**config.mk**
```make
export PLATFORM = sky130hd
export DESIGN_NAME = lpm_ram
export DESIGN_NICKNAME = d
export VERILOG_FILES = /design/src/rtl/core/lpm_ram.sv
export SDC_FILE = /design/constraint.sdc
export NUM_CORES = 1
export LEC_CHECK = 0
export BUFFER_PORTS_ARGS = -buffer_cell sky130_fd_sc_hd__buf_2
export CAP_MARGIN = 0
export CORE_MARGIN = 10
export CORE_UTILIZATION = 53
export CTS_BUF_LIST = sky130_fd_sc_hd__clkbuf_16
export CTS_CLUSTER_DIAMETER = 200
export DETAILED_ROUTE_END_ITERATION = 6
export PLACE_DENSITY = 0.72
export SLEW_MARGIN = 20
export SYNTH_ARGS = -nofsm -noshare
export SYNTH_HDL_FRONTEND = slang
export SYNTH_SLANG_ARGS = --single-unit
```
**constraint.sdc**
```tcl
create_clock -name i_clk -period 2.8 [get_ports i_clk]
set_input_delay 0.84 -clock i_clk [delete_from_list [all_inputs] [get_ports i_clk]]
set_output_delay 0.84 -clock i_clk [all_outputs]
set_load 0.01 [all_outputs]
```
**src/rtl/core/lpm_ram.sv**
```systemverilog
// Generic single-clock RAM with one write port and one registered read port.
// Standalone; used for the bead position and site count stores.
`default_nettype none
module lpm_ram #(
    parameter int WIDTH = 8,
    parameter int DEPTH = 16
) (
    input  wire                      i_clk,
    input  wire                      i_we,
    input  wire  [$clog2(DEPTH)-1:0] i_waddr,
    input  wire  [WIDTH-1:0]         i_wdata,
    input  wire  [$clog2(DEPTH)-1:0] i_raddr,
    output logic [WIDTH-1:0]         o_rdata
);

    logic [WIDTH-1:0] r_mem [DEPTH];

    always_ff @(posedge i_clk) begin
        if (i_we) begin
            r_mem[i_waddr] <= i_wdata;
        end
        o_rdata <= r_mem[i_raddr];
    end

endmodule
`default_nettype wire

```
==> run summary <==
Leakage -> 2.08 nW
Netlist cell types -> 19
Final total power -> 4.55 mW
Final core occ -> 65.1%
Critical path depth -> 5
Post-synthesis register bit count -> 136
Cells after synthesis -> 229
Initial core utilization -> 55.2%
Fillers -> 592
PortBufs -> 25
Remaining antenna violation count -> 0
Reg-to-reg endpoint -> o_rdata[5]
R2R Path Start -> r_mem[1][5]
Clk buf depth -> 2
Max-slew violation count -> 0
Die area -> 14100 sq um
Register area -> 4000 sq um
Final worst-path cycle share -> 69.8%
RSZ-0062 raised after global routing -> false
Post-synth EDFFs -> 128
First-pass iteration count of the detailed router -> 4
Clk_skew -> 6.32 ps
Post-CTS Hold Buffers -> 0
Worst Max-Slew Pin Slew -> 745 ps
Clock sink total -> 136
H-tree depth -> 4
Setup CP Type -> in -> reg
Critical-path cell list -> buf_2 -> buf_12 -> mux4_1 -> a22oi_1 -> nand2_1
CORE AREA -> 9330 sq um
Cell Rows -> 35
Post-DP Area -> 5510 sq um
Final Hold Slack -> 675 ps
First-pass GRT wire length -> 14700 um
Most used DFF post-synth -> edfxtp_1
Maximum clock rate -> 512 MHz
Area Growth Syn to Fin -> 17.9%
Crit path from -> i_raddr[0]
Clk slew on worst S/H paths -> 50 ps
TritonCTS clock tree -> done
R2r setup slk -> 1380 ps
Worst rel slew slack -> 50.1%
Total GRT Usage -> 14.1%
Finished Cell Area -> 6070 sq um
Post-CTS setup buffer count -> 0
Most frequent cells in the layout -> edfxtp_1, buf_2, mux4_2
Sequential element share of the synthesized area -> 77.8%
Nets -> 299
Sum of buffers and inverters on the critical path -> 2
Crit-path leading delay family -> multiplexers
Mapped Area -> 5150 sq um
Type of the most critical hold path -> reg -> reg
Total number of vias -> 2411
Max FO, Critical Path -> 32
Final setup fails -> 0
Ant diodes -> 0
Num CTS Buffers -> 17
R2R depth -> 3
Largest net degree at the start of global routing -> 33
Fraction of layout cells with a size suffix above 1 -> 30.6%
Initial antenna violation count -> 0
Most common cell after layout, fill and taps aside -> edfxtp_1
Post-place setup slack -> 436 ps
Worst path required time -> 3070 ps
Die width -> 119 um
Clock period minus worst slack -> 1950 ps
Non-Filler Instances -> 423
Starting DRT DRC Count -> 232
FFs w/ async S/R, synth -> 0%
Drc violations -> 0
Gp weighted congestion -> 0.780
Maximum VDD drop -> 0.000339 V
P per Cell Area -> 749 nW/um^2
Slowest CP cell -> mux4_1
Per-cell routed wire length -> 22.1 um
Startpoint class of the critical path -> input port
Run status -> complete, no violations
I/O pin count -> 26
Worst-Skew Late Latency -> 400 ps
Die Height -> 119 um
Hold Fails Final Rpt -> 0
Vias in the first global route -> 2586
Clock root cell -> clkbuf_16
GR Overflow Total -> 0
TNS Setup -> 0 ps
Final WL -> 9340 um
Ys Warns -> 0
Cells resized by post-CTS repair -> 0
Worst Path Arrival -> 2230 ps
Min setup slack post-route -> 847 ps
Syn_nets -> 247
Vias/cell -> 5.70
Detail Placement HPWL -> 5880 um
Worst Setup EP -> o_rdata[5]
CP max stage delay -> 590 ps
Max-cap violations -> 0
Syn_area_per_cell -> 22.5 sq um
Worst setup EP type -> flop
Multi-input logic area -> 1060 sq um
Cells after DPL -> 391
## tightest hold or removal path, delay by kind of cell, from the launching register on
kind,cells,cell delay [ps]
DFF,1,310
muxes,1,220
AOI/OAI and AO/OA,1,60
and+or+nand+nor,1,60
## Yosys cell counts (all sizes together), types with 2 or more instances
| master | count | share of area (%) |
|---|---|---|
| a22oi | 16 | 2.3 |
| buf | 7 | 1.1 |
| clkdlybuf4s25 | 3 | 0.58 |
| dfxtp | 8 | 3.1 |
| edfxtp | 128 | 75 |
| mux4 | 32 | 15 |
| nand2 | 9 | 0.66 |
| nand2b | 2 | 0.24 |
| nand3b | 2 | 0.29 |
| nor2 | 13 | 0.95 |
| nor3 | 4 | 0.39 |
## layout make-up
cell class / count / share of cell area [%]
Tap cell: 129 / 2.66
Timing Repair Buffer: 43 / 4.70
Sequential cell: 136 / 66.0
Multi-Input combinational cell: 83 / 17.4
Clock buffer: 17 / 7.01
Clock inverter: 15 / 2.27
## routing by layer
| metal | GRT usage [%] | part of all wire (%) |
|---|---|---|
| met1 | 17.7 | 43 |
| met2 | 22.0 | 50 |
| met3 | 4.52 | 5.0 |
| met4 | 6.03 | 1.6 |
| met5 | 0 | 0 |
## cells by family after synthesis
| family | count (synthesis) | synth area share (%) |
|---|---|---|
| flops | 136 | 77.8 |
| simple gates | 35 | 3.18 |
| mux | 32 | 15.0 |
| compound gates | 16 | 2.33 |
| buf+inv | 10 | 1.68 |
## report_power, final
group | leakage, nW | switching (mW) | internal (mW) | total, mW
clock | 0.280 | 0.756 | 1.29 | 2.05
combinational | 0.575 | 0.116 | 0.0904 | 0.207
sequential | 1.22 | 0.0156 | 2.28 | 2.29
total | 2.08 | 0.888 | 3.66 | 4.55
## flip-flops by register name, indices dropped and copies added (netlist names)
register,count
r_mem,128
o_rdata,8
## worst min path at each step
stage / to / from / depth (start not counted)
4_1_cts: o_rdata[3] / r_mem[4][3] / 3
3_3_place_gp: o_rdata[2] / r_mem[11][2] / 3
2_1_floorplan: o_rdata[0] / r_mem[7][0] / 3
6_report: o_rdata[3] / r_mem[4][3] / 3
5_1_grt: o_rdata[2] / r_mem[15][2] / 3
3_5_place_dp: o_rdata[3] / r_mem[4][3] / 3
(Power assumes the default switching activity.)
