<file path="src/rtl/core/lpm_pkg.sv">
// Shared types, constants, tables and helper functions for the lattice polymer
// move engine. No dependencies; used by lpm_exp, the top level and the testbench.
`default_nettype none
package lpm_pkg;

    localparam int CHAINS     = 36;
    localparam int BEADS      = 20;
    localparam int BOX_X      = 7;
    localparam int BOX_Y      = 7;
    localparam int BOX_Z      = 20;
    localparam int BEAD_DEPTH = CHAINS * BEADS;
    localparam int SITES      = BOX_X * BOX_Y * BOX_Z;
    localparam int BEAD_AW    = $clog2(BEAD_DEPTH);
    localparam int SITE_AW    = $clog2(SITES);
    localparam int CNT_W      = 10;
    localparam int XW         = 3;
    localparam int YW         = 3;
    localparam int ZW         = 5;
    localparam int POS_W      = XW + YW + ZW;
    localparam int CW         = 8;
    localparam int EXP_BITS   = 13;
    localparam int EXP_PW     = 32;
    localparam int E_W        = 24;

    localparam logic [CNT_W-1:0] CNT_MAX = '1;
    localparam logic [3:0] SUM_LAST = 4'd13;
    localparam logic [3:0] EXP_LAST = 4'(EXP_BITS - 1);
    localparam logic signed [E_W-1:0] E_MAX = {1'b0, {(E_W-1){1'b1}}};
    localparam logic signed [E_W-1:0] E_MIN = {1'b1, {(E_W-1){1'b0}}};

    typedef logic [1:0] t_action;
    localparam t_action ACT_LOAD = 2'd0;
    localparam t_action ACT_MOVE = 2'd1;
    localparam t_action ACT_READ = 2'd2;

    typedef logic [2:0] t_dir;
    localparam t_dir DIR_PX = 3'd0;
    localparam t_dir DIR_NX = 3'd1;
    localparam t_dir DIR_PY = 3'd2;
    localparam t_dir DIR_NY = 3'd3;
    localparam t_dir DIR_PZ = 3'd4;
    localparam t_dir DIR_NZ = 3'd5;

    localparam logic [0:0] REG_BEAD_ENERGY    = 1'd0;
    localparam logic [0:0] REG_OVERLAP_ENERGY = 1'd1;

    typedef logic signed [CW-1:0] t_sc;

    typedef struct packed {
        logic [ZW-1:0] z;
        logic [YW-1:0] y;
        logic [XW-1:0] x;
    } t_pos;

    typedef struct packed {
        t_sc x;
        t_sc y;
        t_sc z;
    } t_vec;

    typedef struct packed {
        t_action     action;
        logic [5:0]  chain;
        logic [4:0]  bead;
        t_dir        dir;
        t_pos        lpos;
        logic [31:0] rf;
    } t_item;

    typedef struct packed {
        logic                   accepted;
        t_pos                   pos;
        logic signed [E_W-1:0]  energy;
        logic                   status;
    } t_result;

    typedef struct packed {
        logic              done;
        logic              one;
        logic [EXP_PW-1:0] p;
    } t_exp_res;

    typedef enum logic [4:0] {
        ST_CLEAR, ST_IDLE, ST_DECODE, ST_LOAD_RD, ST_LOAD_WR, ST_RD_BEAD,
        ST_RD_N1, ST_RD_N2, ST_GEOM1, ST_GEOM2, ST_SUM, ST_MUL1, ST_MUL2,
        ST_SAT, ST_DECIDE, ST_EXP, ST_UPD_RDO, ST_UPD_WRO, ST_UPD_RDT,
        ST_UPD_WRT, ST_DONE
    } t_state;

    localparam logic [EXP_PW-1:0] EXP_FACTOR [EXP_BITS] = '{
        32'd4278222805, 32'd4261543596, 32'd4228380000, 32'd4162825043,
        32'd4034748361, 32'd3790295335, 32'd3344923893, 32'd2605029349,
        32'd1580030168, 32'd581260616, 32'd78665071, 32'd1440802, 32'd483
    };

    function automatic logic [SITE_AW-1:0] f_site(input t_pos p);
        return SITE_AW'(int'(p.x) + BOX_X * int'(p.y) + BOX_X * BOX_Y * int'(p.z));
    endfunction

    function automatic t_pos f_neighbor(input t_pos p, input logic [2:0] i);
        t_pos n;
        n = p;
        case (i)
            DIR_PX: n.x = (p.x == XW'(BOX_X - 1)) ? '0 : p.x + XW'(1);
            DIR_NX: n.x = (p.x == '0) ? XW'(BOX_X - 1) : p.x - XW'(1);
            DIR_PY: n.y = (p.y == YW'(BOX_Y - 1)) ? '0 : p.y + YW'(1);
            DIR_NY: n.y = (p.y == '0) ? YW'(BOX_Y - 1) : p.y - YW'(1);
            DIR_PZ: n.z = (p.z == ZW'(BOX_Z - 1)) ? '0 : p.z + ZW'(1);
            DIR_NZ: n.z = (p.z == '0) ? ZW'(BOX_Z - 1) : p.z - ZW'(1);
            default: n = p;
        endcase
        return n;
    endfunction

    function automatic t_vec f_dir_vec(input t_dir d);
        t_vec v;
        v = '0;
        case (d)
            DIR_PX: v.x = 8'sd1;
            DIR_NX: v.x = -8'sd1;
            DIR_PY: v.y = 8'sd1;
            DIR_NY: v.y = -8'sd1;
            DIR_PZ: v.z = 8'sd1;
            DIR_NZ: v.z = -8'sd1;
            default: v = '0;
        endcase
        return v;
    endfunction

    function automatic int f_min_image(input int d, input int len);
        int v;
        v = d;
        if (2 * v > len) begin
            v = v - len;
        end else if (2 * v <= -len) begin
            v = v + len;
        end
        return v;
    endfunction

    function automatic int f_wrap(input int v, input int len);
        int r;
        r = v;
        if (r < 0) begin
            r = r + len;
        end else if (r >= len) begin
            r = r - len;
        end
        return r;
    endfunction

endpackage
`default_nettype wire

</file>
<file path="src/rtl/core/lpm_exp.sv">
// Iterative exp(-d) unit in 0.32 fixed point, one table factor per cycle.
// Depends on lpm_pkg for the factor table and the result struct.
`default_nettype none
module lpm_exp (
    input  wire                         i_clk,
    input  wire                         i_rst_n,
    input  wire                         i_start,
    input  wire  [lpm_pkg::EXP_BITS-1:0] i_d,
    output lpm_pkg::t_exp_res           o_res
);

    logic                          r_busy;
    logic                          r_done;
    logic                          r_one;
    logic [3:0]                    r_bit;
    logic [lpm_pkg::EXP_BITS-1:0]  r_d;
    logic [lpm_pkg::EXP_PW-1:0]    r_p;
    logic [2*lpm_pkg::EXP_PW-1:0]  prod;

    assign prod = (2*lpm_pkg::EXP_PW)'(r_p) *
                  (2*lpm_pkg::EXP_PW)'(lpm_pkg::EXP_FACTOR[r_bit]);

    always_ff @(posedge i_clk) begin
        if (!i_rst_n) begin
            r_busy <= 1'b0;
            r_done <= 1'b0;
        end else begin
            r_done <= 1'b0;
            if (i_start) begin
                r_busy <= 1'b1;
                r_bit  <= '0;
                r_d    <= i_d;
                r_one  <= 1'b1;
                r_p    <= '0;
            end else if (r_busy) begin
                if (r_d[r_bit]) begin
                    if (r_one) begin
                        r_p   <= lpm_pkg::EXP_FACTOR[r_bit];
                        r_one <= 1'b0;
                    end else begin
                        r_p <= prod[2*lpm_pkg::EXP_PW-1:lpm_pkg::EXP_PW];
                    end
                end
                if (r_bit == lpm_pkg::EXP_LAST) begin
                    r_busy <= 1'b0;
                    r_done <= 1'b1;
                end
                r_bit <= r_bit + 4'd1;
            end
        end
    end

    assign o_res.done = r_done;
    assign o_res.one  = r_one;
    assign o_res.p    = r_p;

endmodule
`default_nettype wire

</file>
<file path="config.mk">
export PLATFORM = sky130hd
export DESIGN_NAME = lpm_exp
export DESIGN_NICKNAME = d
export VERILOG_FILES = /design/src/rtl/core/lpm_pkg.sv /design/src/rtl/core/lpm_exp.sv
export SDC_FILE = /design/constraint.sdc
export NUM_CORES = 2
export LEC_CHECK = 0
export BUFFER_PORTS_ARGS = -buffer_cell sky130_fd_sc_hd__buf_2
export CORE_MARGIN = 2
export CORE_UTILIZATION = 55
export DETAILED_ROUTE_END_ITERATION = 16
export GPL_TIMING_DRIVEN = 0
export PLACE_DENSITY = 0.71
export SETUP_SLACK_MARGIN = 0.2
export SYNTH_ARGS = -nofsm -noshare
export SYNTH_HDL_FRONTEND = slang
export SYNTH_SLANG_ARGS = --single-unit
</file>
<file path="constraint.sdc">
create_clock -name i_clk -period 10.4 [get_ports i_clk]
set_clock_uncertainty 0.05 [all_clocks]
set_input_delay 1.56 -clock i_clk [delete_from_list [all_inputs] [get_ports i_clk]]
set_output_delay 1.56 -clock i_clk [all_outputs]
set_load 0.01 [all_outputs]
</file>
==> run summary <==
synthesized instance count -> 3868
cell mode on critical path -> fa_1
CTS Buffer Depth -> 2
Synth area leader -> fa_1
final WL -> 142000 um
critical path data required time -> 10.50 ns
area fraction of the dominant cell type after synthesis -> 50.3%
number of global-route vias before repair -> 29831
Hold-fix buffers, CTS -> 0
CP bufs+invs -> 4
nets@finish -> 5121
CTS root buf -> clkbuf_16
drt first pass iters -> 8
pin count of the biggest net entering global routing -> 33
Area Overhead vs Synth -> 5.49%
EDFF count, synth -> 50
IO buf count -> 49
Slew @ Worst Pin -> 1.57 ns
Setup CP Type -> flip-flop to flip-flop
first-pass GRT wire length -> 204000 um
fmax -> 98.2 MHz
Max Slew Vio Count -> 5
crit share post-route -> 98.0%
Setup crit start kind -> flip-flop
initial core utilization -> 55.4%
CTS tree -> yes
Synth cell types -> 75
status -> finished, violations left
arrival time at the worst endpoint -> 10.29 ns
most common cell after layout, fill and taps aside -> fa_1
H-Tree Depth -> 2
Die Wd -> 258 um
cell area after synthesis -> 35600 um^2
sequential area share after synthesis -> 4.33%
total gr overflow -> 0
layout cells sized above 1 -> 4.93%
via count -> 28555
Max-Cap Viols -> 2
Yosys reg bits -> 52
CTS buffer count -> 5
Detail Route Antenna Nets -> 0
clk slew on worst S/H paths -> 0.08 ns
Worst path max stage delay -> 1.04 ns
drt wl/cell -> 29.7 um
Net Count, Synth -> 5055
dpl hpwl -> 117000 um
Avg Inst Size Synth -> 9.20 um^2
Worst path top cell family by delay -> adder cells
IO Pins -> 50
gpl congestion -> 1.07
crit-path cells -> clkbuf_1, clkbuf_1, and2_1, fa_1, fa_1, inv_1, fa_1, fa_1, inv_1, fa_1, fa_1, fa_1, fa_1, ha_1, a21oi_1, o21ai_0, a211o_1, o22ai_2, o31ai_1, nor2_1, o311ai_2, a2111oi_1, a41oi_1, a21oi_1
initial antenna violation count -> 26
asr flop ratio synth -> 0%
DIE HEIGHT -> 258 um
initial drt markers -> 3413
row count -> 93
final hold vios -> 0
DRC viols -> 0
Yosys warning total -> 0
minimum clock period -> 10.19 ns
Fin Setup TNS -> 0 ns
failing checks -> capacitance limit, slew limit
core area -> 64200 um^2
drt via density -> 5.95
Synth Flop Type -> edfxtp_1
most frequent cells in the layout -> fa_1 (895), inv_1 (871), and2_1 (531)
worst-path cell with the longest stage delay -> clkbuf_1
CTS Sinks -> 52
area of the die -> 66800 um^2
endpoint type of the worst setup path -> flip-flop
Worst slew margin -> -4.70%
top cells by area, synth -> fa_1 (50%), ha_1 (9.7%), and2_1 (9.3%)
Worst R2R Setup Slack -> 0.21 ns
Clock Latency Late Sink -> 0.31 ns
RSZ-0062 raised after global routing -> true
Tot GR Track Use -> 43.7%
critical path fanouts, max -> 10
Hold WC Path Type -> flip-flop to flip-flop
Finish-stage setup viols -> 0
==> cell usage after synthesis (5+ instances only) <==
cell,instances
mux2i_1,7
nand4_1,25
nor4_1,6
a21oi_1,81
nor3_1,11
and3_1,34
nor2_1,83
nand2_1,446
and2_1,531
o21a_1,5
nand3_1,22
nor3b_1,5
o21ai_0,28
o22ai_1,7
a21o_1,36
a31oi_1,7
nand2b_1,8
inv_1,871
o21ai_1,17
xnor2_1,22
nor2b_1,65
fa_1,895
xor2_1,8
clkbuf_1,224
edfxtp_1,50
o21bai_1,16
ha_1,276
==> worst min-delay path, stage by stage (launching register included) <==
cell     delay [ns]
dfxtp_1        0.31
nand2_1        0.06
nor3_1         0.05
==> stage by stage <==
step	hold slack, ns	utilization, %	cells	instance area [um^2]	worst slack [ns]
6_report	0.419	58.5	4797	37600	0.212
5_1_grt	0.448	58.4	4791	37500	0.139
4_1_cts	0.422	58.1	4783	37300	0.178
3_5_place_dp	0.409	57.6	4775	37000	-1.03
3_3_place_gp	0.382	57.5	4772	36900	-1.06
2_1_floorplan	0.361	-	3868	35600	1.82
==> routing by layer <==
metal / GRT usage [%] / wire [um]
met5: 0 / 76
met4: 29.8 / 12600
met3: 12.6 / 18100
met2: 64.5 / 60200
met1: 56.2 / 51300
==> sequential cells by signal (all words and copies together), names as in the netlist <==
name,flops
r_p,32
r_d,13
r_bit,4
r_busy,1
r_done,1
r_one,1
==> final timing paths <==
kind           start      end  cells after the start
max          r_p[17]  r_p[23]                     24
min           r_busy   r_done                      2
min reg2reg   r_busy   r_done                      2
max reg2reg  r_p[17]  r_p[23]                     24
==> kinds of logic (layout without fill, tap and decap cells) <==
| group | count (synthesis) | count (layout) | synth area share, % |
|---|---|---|---|
| AO/OA/AOI/OAI | 246 | 246 | 4.54 |
| XOR/XNOR | 30 | 30 | 0.738 |
| adder cells (fa/ha/maj) | 1171 | 1171 | 60.0 |
| buffers and inverters | 1108 | 1175 | 11.7 |
| flip-flops | 52 | 52 | 4.33 |
| multiplexers | 10 | 10 | 0.355 |
| other | 0 | 7 | 0 |
| AND/OR/NAND/NOR | 1251 | 1251 | 18.3 |
==> final cells by class <==
cell class,count,area [um^2]
inverters,873,3280
multi-input cells,2708,30100
fillers,5961,26700
repair buffers,59,353
diodes,7,17.5
clock buffers,5,125
well taps,855,1070
flip-flops and latches,52,1540
clock inverters,3,90.1
plain buffers,235,1010
==> repair_timing <==
item                                    in CTS  in global routing
endpoints found under the setup margin      32                 29
resized for setup                           48                139
hold endpoints to repair                     0                  0
pin swaps                                    0                  2
buffers inserted                             0                  7
Power is left out: the tool's default activity adds up to more than one toggle a clock period on the data nets, which glitch-free logic cannot reach.
